--- src/jedc_pkg.sv ---
// Shared widths, codes and constants for the joystick event deadzone conditioner.
`timescale 1ns / 1ps

package jedc_pkg;

    // Field widths
    localparam int KIND_W   = 8;
    localparam int INDEX_W  = 8;
    localparam int POS_W    = 16;
    localparam int PULL_W   = 15;
    localparam int BTN_W    = 14;
    localparam int DZ_W     = 15;
    localparam int CFG_IDX_W = 8;

    // Stream payload widths, whole bytes
    localparam int S_TDATA_W = 32;
    localparam int M_TDATA_W = 112;

    // Buttons that an event may address directly
    localparam int BUTTON_COUNT = 14;
    localparam int BTN_IDX_W    = $clog2(BTN_W);

    // Event type codes, init flag stripped
    localparam logic [KIND_W-2:0] KIND_BUTTON = 7'd1;
    localparam logic [KIND_W-2:0] KIND_AXIS   = 7'd2;

    // Axis numbers
    localparam logic [INDEX_W-1:0] AXIS_LEFT_X     = 8'd0;
    localparam logic [INDEX_W-1:0] AXIS_LEFT_Y     = 8'd1;
    localparam logic [INDEX_W-1:0] AXIS_LEFT_PULL  = 8'd2;
    localparam logic [INDEX_W-1:0] AXIS_RIGHT_X    = 8'd3;
    localparam logic [INDEX_W-1:0] AXIS_RIGHT_Y    = 8'd4;
    localparam logic [INDEX_W-1:0] AXIS_RIGHT_PULL = 8'd5;
    localparam logic [INDEX_W-1:0] AXIS_DPAD_X     = 8'd6;
    localparam logic [INDEX_W-1:0] AXIS_DPAD_Y     = 8'd7;

    // D-pad bit positions in the button mask
    localparam int DPAD_UP_BIT    = 10;
    localparam int DPAD_DOWN_BIT  = 11;
    localparam int DPAD_LEFT_BIT  = 12;
    localparam int DPAD_RIGHT_BIT = 13;

    localparam logic signed [POS_W-1:0] HALF_SCALE = 16'sd16384;
    localparam logic signed [POS_W-1:0] POS_MIN    = -16'sd32768;
    localparam logic signed [POS_W-1:0] POS_MAX    = 16'sd32767;

    // Unit scale for the rescale divisor (1.0 in Q1.15)
    localparam logic [POS_W-1:0] FULL_SCALE = 16'h8000;

    // Configuration register indexes
    localparam logic [CFG_IDX_W-1:0] CFG_STICK_DZ   = 8'd0;
    localparam logic [CFG_IDX_W-1:0] CFG_TRIGGER_DZ = 8'd1;

    localparam logic [DZ_W-1:0] DZ_RESET = 15'd3277;

endpackage

--- src/jedc_rescale.sv ---
// Deadzone and rescale unit with a bit-serial restoring divider.
`timescale 1ns / 1ps

module jedc_rescale (
    input  logic                                i_clk,
    input  logic                                i_rst_n,
    input  logic                                i_start,
    input  logic signed [jedc_pkg::POS_W-1:0]   i_value,
    input  logic        [jedc_pkg::DZ_W-1:0]    i_thresh,
    output logic                                o_done,
    output logic signed [jedc_pkg::POS_W-1:0]   o_result
);
    import jedc_pkg::*;

    localparam int CNT_W = $clog2(POS_W);

    typedef enum logic {
        RS_IDLE,
        RS_DIV
    } t_rs_state;

    t_rs_state          r_state, n_state;
    logic               r_done, n_done;
    logic               r_neg, n_neg;
    logic [CNT_W-1:0]   r_cnt, n_cnt;
    logic [POS_W-1:0]   r_rem, n_rem;
    logic [POS_W-1:0]   r_div, n_div;
    logic [POS_W-1:0]   r_quo, n_quo;
    logic signed [POS_W-1:0] r_result, n_result;

    logic               in_neg;
    logic [POS_W:0]     neg_val;
    logic [POS_W-1:0]   mag;
    logic               below;
    logic [POS_W:0]     trial;
    logic               fits;
    logic [POS_W:0]     trial_sub;
    logic [POS_W-1:0]   quo_next;
    logic [POS_W-1:0]   quo_neg;

    // Magnitude and threshold test of the incoming value
    assign in_neg  = i_value[POS_W-1];
    assign neg_val = (POS_W+1)'(0) - {i_value[POS_W-1], i_value};
    assign mag     = in_neg ? neg_val[POS_W-1:0] : i_value;
    assign below   = mag < {1'b0, i_thresh};

    // One quotient bit per cycle; the first step compares without a shift
    assign trial     = (r_cnt == '0) ? {1'b0, r_rem} : {r_rem, 1'b0};
    assign fits      = trial >= {1'b0, r_div};
    assign trial_sub = trial - {1'b0, r_div};
    assign quo_next  = {r_quo[POS_W-2:0], fits};
    assign quo_neg   = POS_W'(0) - quo_next;

    always_comb begin
        n_state  = r_state;
        n_done   = 1'b0;
        n_neg    = r_neg;
        n_cnt    = r_cnt;
        n_rem    = r_rem;
        n_div    = r_div;
        n_quo    = r_quo;
        n_result = r_result;
        unique case (r_state)
            RS_IDLE: begin
                if (i_start) begin
                    if (below) begin
                        n_result = '0;
                        n_done   = 1'b1;
                    end else begin
                        n_neg   = in_neg;
                        n_rem   = mag - {1'b0, i_thresh};
                        n_div   = FULL_SCALE - {1'b0, i_thresh};
                        n_cnt   = '0;
                        n_quo   = '0;
                        n_state = RS_DIV;
                    end
                end
            end
            RS_DIV: begin
                n_rem = fits ? trial_sub[POS_W-1:0] : trial[POS_W-1:0];
                n_quo = quo_next;
                n_cnt = r_cnt + CNT_W'(1);
                if (r_cnt == CNT_W'(POS_W - 1)) begin
                    // Restore sign; positive side saturates
                    if (r_neg) begin
                        n_result = quo_neg;
                    end else if (quo_next[POS_W-1]) begin
                        n_result = POS_MAX;
                    end else begin
                        n_result = quo_next;
                    end
                    n_done  = 1'b1;
                    n_state = RS_IDLE;
                end
            end
            default: n_state = RS_IDLE;
        endcase
    end

    always_ff @(posedge i_clk) begin
        if (!i_rst_n) begin
            r_state <= RS_IDLE;
            r_done  <= 1'b0;
            r_cnt   <= '0;
        end else begin
            r_state <= n_state;
            r_done  <= n_done;
            r_cnt   <= n_cnt;
        end
        r_neg    <= n_neg;
        r_rem    <= n_rem;
        r_div    <= n_div;
        r_quo    <= n_quo;
        r_result <= n_result;
    end

    assign o_done   = r_done;
    assign o_result = r_result;

endmodule

--- src/joystick_event_deadzone_conditioner.sv ---
// Top level: joystick event decode, state snapshot and deadzone conditioning.
//
//  Channel  Dir  Beat contents (lowest bits first)
//  s_axis   in   event_kind[7:0], event_index[15:8], event_level[31:16]
//  m_axis   out  button_mask, left_x, left_y, right_x, right_y, left_pull, right_pull
//  cfg      in   i_cfg_index selects stick (0) or trigger (1) deadzone, i_cfg_data
//
// Button, d-pad and ignored events pass S_EXEC, then S_PUB; an axis also waits in
// S_WAIT for zero inside the deadzone or for the bit-serial divider (16 steps).
// The next beat is taken in the cycle after the result loads, not mid-rescale.
// Reset is synchronous, active low; deadzones return to 3277, positions to zero.
// A result held by m_axis_tready stalls the next load; only one more beat is taken.
`timescale 1ns / 1ps

module joystick_event_deadzone_conditioner (
    input  logic                                 i_clk,
    input  logic                                 i_rst_n,
    // event_kind, event_index, event_level
    input  logic [jedc_pkg::S_TDATA_W-1:0]       s_axis_tdata,
    input  logic                                 s_axis_tvalid,
    output logic                                 s_axis_tready,
    // button_mask, left_x, left_y, right_x, right_y, left_pull, right_pull, pad
    output logic [jedc_pkg::M_TDATA_W-1:0]       m_axis_tdata,
    output logic                                 m_axis_tvalid,
    input  logic                                 m_axis_tready,
    input  logic                                 i_cfg_we,
    input  logic [jedc_pkg::CFG_IDX_W-1:0]       i_cfg_index,
    input  logic [jedc_pkg::DZ_W-1:0]            i_cfg_data
);
    import jedc_pkg::*;

    typedef enum logic [1:0] {
        S_IDLE,
        S_EXEC,
        S_WAIT,
        S_PUB
    } t_state;

    t_state                     r_state, n_state;
    logic [KIND_W-2:0]          r_kind, n_kind;
    logic [INDEX_W-1:0]         r_index, n_index;
    logic signed [POS_W-1:0]    r_level, n_level;
    logic [DZ_W-1:0]            r_stick_dz, n_stick_dz;
    logic [DZ_W-1:0]            r_trigger_dz, n_trigger_dz;
    logic [BTN_W-1:0]           r_buttons, n_buttons;
    logic signed [POS_W-1:0]    r_left_x, n_left_x;
    logic signed [POS_W-1:0]    r_left_y, n_left_y;
    logic signed [POS_W-1:0]    r_right_x, n_right_x;
    logic signed [POS_W-1:0]    r_right_y, n_right_y;
    logic [PULL_W-1:0]          r_left_pull, n_left_pull;
    logic [PULL_W-1:0]          r_right_pull, n_right_pull;
    logic                       r_out_valid, n_out_valid;
    logic [M_TDATA_W-1:0]       r_out_data, n_out_data;

    logic                       s_accept;
    logic                       is_button;
    logic                       is_axis;
    logic                       is_trigger;
    logic                       is_inverted;
    logic                       needs_rescale;
    logic signed [POS_W-1:0]    inv_level;
    logic [PULL_W-1:0]          pull_level;
    logic signed [POS_W-1:0]    rs_value;
    logic [DZ_W-1:0]            rs_thresh;
    logic                       rs_start;
    logic                       rs_done;
    logic signed [POS_W-1:0]    rs_result;

    assign s_accept = s_axis_tvalid && s_axis_tready;

    // Decode the held event
    assign is_button   = r_kind == KIND_BUTTON;
    assign is_axis     = r_kind == KIND_AXIS;
    assign is_trigger  = (r_index == AXIS_LEFT_PULL) || (r_index == AXIS_RIGHT_PULL);
    assign is_inverted = (r_index == AXIS_LEFT_Y) || (r_index == AXIS_RIGHT_Y);
    assign needs_rescale = is_axis && (r_index < AXIS_DPAD_X);

    // Y inversion saturates; trigger maps (level + 32768) >> 1
    assign inv_level  = (r_level == POS_MIN) ? POS_MAX : -r_level;
    assign pull_level = {~r_level[POS_W-1], r_level[POS_W-2:1]};

    assign rs_value  = is_trigger  ? $signed({1'b0, pull_level}) :
                       is_inverted ? inv_level : r_level;
    assign rs_thresh = is_trigger ? r_trigger_dz : r_stick_dz;
    assign rs_start  = (r_state == S_EXEC) && needs_rescale;

    jedc_rescale u_rescale (
        .i_clk    (i_clk),
        .i_rst_n  (i_rst_n),
        .i_start  (rs_start),
        .i_value  (rs_value),
        .i_thresh (rs_thresh),
        .o_done   (rs_done),
        .o_result (rs_result)
    );

    always_comb begin
        n_state      = r_state;
        n_kind       = r_kind;
        n_index      = r_index;
        n_level      = r_level;
        n_stick_dz   = r_stick_dz;
        n_trigger_dz = r_trigger_dz;
        n_buttons    = r_buttons;
        n_left_x     = r_left_x;
        n_left_y     = r_left_y;
        n_right_x    = r_right_x;
        n_right_y    = r_right_y;
        n_left_pull  = r_left_pull;
        n_right_pull = r_right_pull;
        n_out_valid  = r_out_valid;
        n_out_data   = r_out_data;

        // Configuration writes
        if (i_cfg_we) begin
            if (i_cfg_index == CFG_STICK_DZ) begin
                n_stick_dz = i_cfg_data;
            end else if (i_cfg_index == CFG_TRIGGER_DZ) begin
                n_trigger_dz = i_cfg_data;
            end
        end

        // Drop the result once taken
        if (m_axis_tready) begin
            n_out_valid = 1'b0;
        end

        unique case (r_state)
            S_IDLE: begin
                if (s_accept) begin
                    n_kind  = s_axis_tdata[KIND_W-2:0];
                    n_index = s_axis_tdata[KIND_W+INDEX_W-1:KIND_W];
                    n_level = s_axis_tdata[KIND_W+INDEX_W+POS_W-1:KIND_W+INDEX_W];
                    n_state = S_EXEC;
                end
            end
            S_EXEC: begin
                n_state = S_PUB;
                if (is_button) begin
                    if (r_index < INDEX_W'(BUTTON_COUNT) && r_index < INDEX_W'(BTN_W)) begin
                        n_buttons[r_index[BTN_IDX_W-1:0]] = r_level != '0;
                    end
                end else if (is_axis) begin
                    if (needs_rescale) begin
                        n_state = S_WAIT;
                    end else if (r_index == AXIS_DPAD_X) begin
                        n_buttons[DPAD_LEFT_BIT]  = r_level < -HALF_SCALE;
                        n_buttons[DPAD_RIGHT_BIT] = r_level > HALF_SCALE;
                    end else if (r_index == AXIS_DPAD_Y) begin
                        n_buttons[DPAD_UP_BIT]   = r_level < -HALF_SCALE;
                        n_buttons[DPAD_DOWN_BIT] = r_level > HALF_SCALE;
                    end
                end
            end
            S_WAIT: begin
                if (rs_done) begin
                    unique case (r_index)
                        AXIS_LEFT_X:     n_left_x     = rs_result;
                        AXIS_LEFT_Y:     n_left_y     = rs_result;
                        AXIS_LEFT_PULL:  n_left_pull  = rs_result[PULL_W-1:0];
                        AXIS_RIGHT_X:    n_right_x    = rs_result;
                        AXIS_RIGHT_Y:    n_right_y    = rs_result;
                        default:         n_right_pull = rs_result[PULL_W-1:0];
                    endcase
                    n_state = S_PUB;
                end
            end
            S_PUB: begin
                // Load the snapshot when the output register is free
                if (!r_out_valid || m_axis_tready) begin
                    n_out_data = {(M_TDATA_W - BTN_W - 4*POS_W - 2*PULL_W)'(0),
                                  r_right_pull, r_left_pull, r_right_y, r_right_x,
                                  r_left_y, r_left_x, r_buttons};
                    n_out_valid = 1'b1;
                    n_state     = S_IDLE;
                end
            end
            default: n_state = S_IDLE;
        endcase
    end

    always_ff @(posedge i_clk) begin
        if (!i_rst_n) begin
            r_state      <= S_IDLE;
            r_stick_dz   <= DZ_RESET;
            r_trigger_dz <= DZ_RESET;
            r_buttons    <= '0;
            r_left_x     <= '0;
            r_left_y     <= '0;
            r_right_x    <= '0;
            r_right_y    <= '0;
            r_left_pull  <= '0;
            r_right_pull <= '0;
            r_out_valid  <= 1'b0;
        end else begin
            r_state      <= n_state;
            r_stick_dz   <= n_stick_dz;
            r_trigger_dz <= n_trigger_dz;
            r_buttons    <= n_buttons;
            r_left_x     <= n_left_x;
            r_left_y     <= n_left_y;
            r_right_x    <= n_right_x;
            r_right_y    <= n_right_y;
            r_left_pull  <= n_left_pull;
            r_right_pull <= n_right_pull;
            r_out_valid  <= n_out_valid;
        end
        r_kind     <= n_kind;
        r_index    <= n_index;
        r_level    <= n_level;
        r_out_data <= n_out_data;
    end

    assign s_axis_tready = r_state == S_IDLE;
    assign m_axis_tvalid = r_out_valid;
    assign m_axis_tdata  = r_out_data;

`ifndef ASSERT_OFF
    // An accepted beat always moves on to execution
    a_accept_exec: assert property (@(posedge i_clk) disable iff (!i_rst_n)
        s_accept |=> r_state == S_EXEC)
        else $error("accepted beat did not enter execution");

    // The divider reports only while the sequencer waits for it
    a_done_in_wait: assert property (@(posedge i_clk) disable iff (!i_rst_n)
        rs_done |-> r_state == S_WAIT)
        else $error("rescale finished outside wait state");

    // Trigger results are never negative
    a_trigger_nonneg: assert property (@(posedge i_clk) disable iff (!i_rst_n)
        (rs_done && is_trigger) |-> !rs_result[POS_W-1])
        else $error("negative trigger result");

    // A pending result is never overwritten before it is taken
    a_no_overwrite: assert property (@(posedge i_clk) disable iff (!i_rst_n)
        (m_axis_tvalid && !m_axis_tready) |=> m_axis_tvalid)
        else $error("pending result lost");
`endif

endmodule
--- config.mk ---
export PLATFORM = sky130hd
export DESIGN_NAME = joystick_event_deadzone_conditioner
export DESIGN_NICKNAME = d
export VERILOG_FILES = /design/src/jedc_pkg.sv /design/src/jedc_rescale.sv /design/src/joystick_event_deadzone_conditioner.sv
export SDC_FILE = /design/constraint.sdc
export NUM_CORES = 1
export LEC_CHECK = 0
export ABC_CLOCK_PERIOD_IN_PS = 12400
export BUFFER_PORTS_ARGS = -buffer_cell sky130_fd_sc_hd__buf_4
export CAP_MARGIN = 40
export CELL_PAD_IN_SITES_DETAIL_PLACEMENT = 1
export CELL_PAD_IN_SITES_GLOBAL_PLACEMENT = 1
export CORE_UTILIZATION = 30
export CTS_BUF_LIST = sky130_fd_sc_hd__clkbuf_8
export DETAILED_ROUTE_END_ITERATION = 7
export GPL_TIMING_DRIVEN = 0
export PLACE_DENSITY = 0.66
export SLEW_MARGIN = 20
export SYNTH_ARGS = -nofsm -noshare
export SYNTH_HDL_FRONTEND = slang
export SYNTH_HIERARCHICAL = 1
export SYNTH_SLANG_ARGS = --single-unit
--- constraint.sdc ---
create_clock -name i_clk -period 12.4 [get_ports i_clk]
set_clock_uncertainty 0.15 [all_clocks]
set_input_delay 1.24 -clock i_clk [delete_from_list [all_inputs] [get_ports i_clk]]
set_output_delay 1.24 -clock i_clk [all_outputs]
set_load 0.02 [all_outputs]
==> qor.tcl <==
set qor(worst_path_required_time_ns) 12.60
set qor(netlist_instances) 1457
set qor(regToRegSetupSlack_ns) 5.19
set qor(synth_area_leaders) {edfxtp_1 (38%), dfxtp_1 (18%), mux2i_1 (6.7%), nand2_1 (4.3%), nor2_1 (3.7%)}
set qor(sequentialPowerShare) 0.461
set qor(antenna_fix_cells) 0
set qor(buffer_ports.inserted) 168
set qor(slew_headroom) 0.4520
set qor(outcome) {finished, final reports clean}
set qor(cp_data_arrival_time_ns) 7.41
set qor(hold_path_end) {m_axis_tdata[93]}
set qor(nNetsFinal) 1806
set qor(postSynth.asyncResetShare) 0
set qor(reg2reg_depth) 22
set qor(drc) 0
set qor(max_slew.worst_pin.slew_ns) 0.8211
set qor(layout.cells.most_common) {edfxtp_1}
set qor(postSynthRegisterBits) 350
set qor(combPwrFrac) 0.192
set qor(library_cell_occupying_the_most_area_in_the_post_synthesis_netlist) {edfxtp_1}
set qor(cts-resized-gates) 0
set qor(synth_seq_area_share) 0.5643
set qor(grt_pass1_wl_um) 70150
set qor(synth-edff-count) 203
set qor(track_usage) 0.1664
set qor(vias_in_the_first_global_route) 12399
set qor(n_fill_cell) 5856
set qor(routed_wire_length_per_instance_um) 18.49
set qor(multiInputGateArea_um2) 6497
set qor(most-common-layout-cells) {edfxtp_1 (203), nand2_1 (184), buf_4 (178)}
set qor(grt_start_max_net_pins) 32
set qor(grt_antenna_before_repair) 0
set qor(placeableCoreArea_um2) 52660
set qor(worst_hold_startpoint) {r_right_pull[0]}
set qor(r2r_end) {u_rescale/r_rem[6]}
set qor(initial_core_utilization) 0.3042
set qor(hold_viol) 0
set qor(drv_cap) 0
set qor(postCtsSetupRepairBufs) 0
set qor(synth_cell_type_count) 78
set qor(detail_route.iter0.violations) 549
set qor(synthFlopType) {edfxtp_1}
set qor(dpl.hpwl_um) 34640
set qor(clock_latency_ns) 0.69
set qor(yosysWarningCount) 6
set qor(syn-cell-area_um2) 16020
set qor(finalCritPeriodShare) 0.5817
set qor(post_route_cells_drive_above_1_share) 0.1952
set qor(maxClockFrequency_mhz) 138.6
set qor(critical_path.reg2reg.startpoint) {r_index[1]}
set qor(floorplan.die.height_um) 233.1
set qor(die_area_um2) 54320
set qor(start_kind) {flip-flop}
set qor(rsz0062_at_grt) {false}
set qor(overflow) 0
set qor(antenna_violating_nets_post_route) 0
set qor(endpoint_kind) {flip-flop}
set qor(tritoncts) {yes}
set qor(cts-root-buf) {clkbuf_8}
set qor(final_cell_count_no_fill) 2440
set qor(internal_power_mw) 2.054
set qor(worst-setup-path-type) {flip-flop to flip-flop}
set qor(p_leak_nw) 7.220
set qor(totalNegativeSetupSlack_ns) 0
set qor(die_w_um) 233.1
set qor(synth_top_area_frac) 0.3806
set qor(timing_max_transition_violations_final) 0
set qor(htreeDepth) 2
set qor(placedCellCount) 2330
set qor(clkSlewWorstSetupHoldPaths_ns) 0.07
set qor(cts.sink_count) 350
set qor(worst_hold_path_type) {flip-flop to flip-flop}
set qor(drt_first_pass_iters) 5
set qor(holdBufCountCts) 0
set qor(drt-vias-per-instance) 4.872
set qor(cts-root-to-sink-buffers) 3
set qor(power_density_nw_per_um2) 149.7
set qor(regArea_um2) 9039
set qor(clkPwrFrac) 0.347
set qor(area.growth.synth_to_final_pct) 21.84
set qor(placement_rows) 84
set qor(post-route-min-period_ns) 7.213
set qor(top_level_ports) 174
set qor(worst_vdd_drop_mv) 0.09035
set qor(report.final.setup_viol) 0
set qor(num_vias) 11887
set qor(whs_path_depth) 0
set qor(numCtsBuffers) 59
set qor(worst-path-max-fanout) 10
set qor(synth_area_per_cell_um2) 10.99
set qor(total_switching_power_mw) 0.8678
set qor(finalWeightedCongestion) 0.8592
set qor(finalWirelength_um) 45110
set qor(switching_share) 0.2970
## layer usage
metal,track usage,vias to the layer above,wire length [um]
li1,-,5763,-
met1,0.2142,5792,20600
met2,0.2813,263,21380
met3,0.02856,69,2025
met4,0.05453,0,1101
met5,0,-,0
## how the worst max path moves through the flow
stage | startpoint | cells after the start | slack [ns] | end
floorplan | m_axis_tready | 2 | 5.57 | m_axis_tdata[0]
global placement | m_axis_tready | 3 | 3.27 | m_axis_tdata[69]
detailed placement | r_index[1] | 22 | 5.41 | u_rescale/r_quo[8]
CTS | r_index[1] | 22 | 5.32 | u_rescale/r_rem[6]
global route | r_index[1] | 22 | 4.68 | u_rescale/r_rem[6]
finish | r_index[1] | 22 | 5.19 | u_rescale/r_rem[6]
## power by group through the flow
stage,Sequential [mW],Combinational (mW),Clock (mW)
after floorplan,1.40,0.337,0
after global placement,1.38,0.531,0
after detailed placement,1.37,0.561,0
after CTS,1.35,0.564,1.04
after global routing,1.35,0.615,1.09
final,1.35,0.561,1.01
## Yosys cell counts, types with 4 or more instances
cell type and count:
a2111oi_0 4, a211oi_1 9, a21o_1 7, a21oi_1 84
a311oi_1 5, a31oi_1 8, and2_1 19, buf_1 5
buf_2 11, buf_4 5, clkbuf_1 40, dfxtp_1 147
edfxtp_1 203, ha_1 41, inv_1 53, mux2_2 22
mux2i_1 108, nand2_1 184, nand2b_1 16, nand3_1 23
nand4_1 14, nor2_1 159, nor2b_1 13, nor3_1 26
nor3b_1 8, nor4_1 13, nor4_2 4, nor4b_1 4
o211ai_1 9, o21a_1 10, o21ai_0 34, o21bai_1 5
o221a_2 5, o31a_1 4, o31ai_1 12, o41ai_1 7
or2_2 6, or3_1 5, or4_1 5, xnor2_1 36
xor2_1 25
## critical path, cell delays in order, from the launching register on
cell	delay (ns)
edfxtp_1	0.36
buf_2	0.22
nand2b_1	0.10
clkbuf_1	0.36
mux2i_1	0.19
and2_1	0.19
clkbuf_1	0.26
a31oi_1	0.52
clkbuf_1	0.40
a21oi_1	0.23
nor4_1	0.53
nand3b_1	0.17
o41ai_1	0.59
xnor2_1	0.23
ha_1	0.33
clkbuf_1	0.28
o21ai_0	0.13
a21oi_1	0.14
nor2_1	0.08
o31a_1	0.29
o211ai_1	0.63
buf_4	0.29
buf_4	0.19
## area by class of cell
| class | instances | area share |
|---|---|---|
| Sequential cell | 350 | 0.4632 |
| Tap cell | 688 | 0.04411 |
| Inverter | 55 | 0.01058 |
| Timing Repair Buffer | 182 | 0.07328 |
| Clock inverter | 39 | 0.01026 |
| Multi-Input combinational cell | 991 | 0.3329 |
| Buffer | 64 | 0.01558 |
| Clock buffer | 71 | 0.05007 |
## state kept, by name, indices dropped and copies added, names as in the netlist
name / flops
u_rescale/o_done: 1
u_rescale/r_rem: 16
u_rescale/r_state: 1
u_rescale/r_neg: 1
u_rescale/r_cnt: 4
m_axis_tdata: 108
r_right_pull: 15
r_right_y: 16
r_left_x: 16
r_kind: 7
m_axis_tvalid: 1
u_rescale/r_quo: 15
r_left_y: 16
u_rescale/r_div: 16
r_trigger_dz: 15
r_level: 16
r_stick_dz: 15
r_right_x: 16
r_state: 2
r_buttons: 14
r_index: 8
u_rescale/o_result: 16
r_left_pull: 15
## metrics by stage
step / hold slack (ns) / util / setup slack [ns] / power (mW) / instance area (um2)
after detailed placement: 0.2669 / 0.3483 / 5.410 / 1.934 / 18340
final: 0.2719 / 0.3706 / 5.187 / 2.922 / 19520
after global placement: 0.2627 / 0.3447 / 3.270 / 1.916 / 18150
after CTS: 0.2603 / 0.3706 / 5.318 / 2.955 / 19520
after global routing: 0.2741 / 0.3706 / 4.679 / 3.064 / 19520
after floorplan: 0.2495 / - / 5.574 / 1.741 / 16030
## cells by family (layout without fill, tap and decap cells)
group	count (synthesis)	in the layout	share of synthesized area
buf+inv	119	411	0.03187
mux	130	130	0.08296
xor+xnor	61	61	0.03336
simple gates	519	519	0.1545
compound gates	234	234	0.09819
fa+ha+maj	43	43	0.03453
flops	350	350	0.5643
other cells	1	4	0.0002341
No activity file was read; power rests on OpenSTA's default activity.
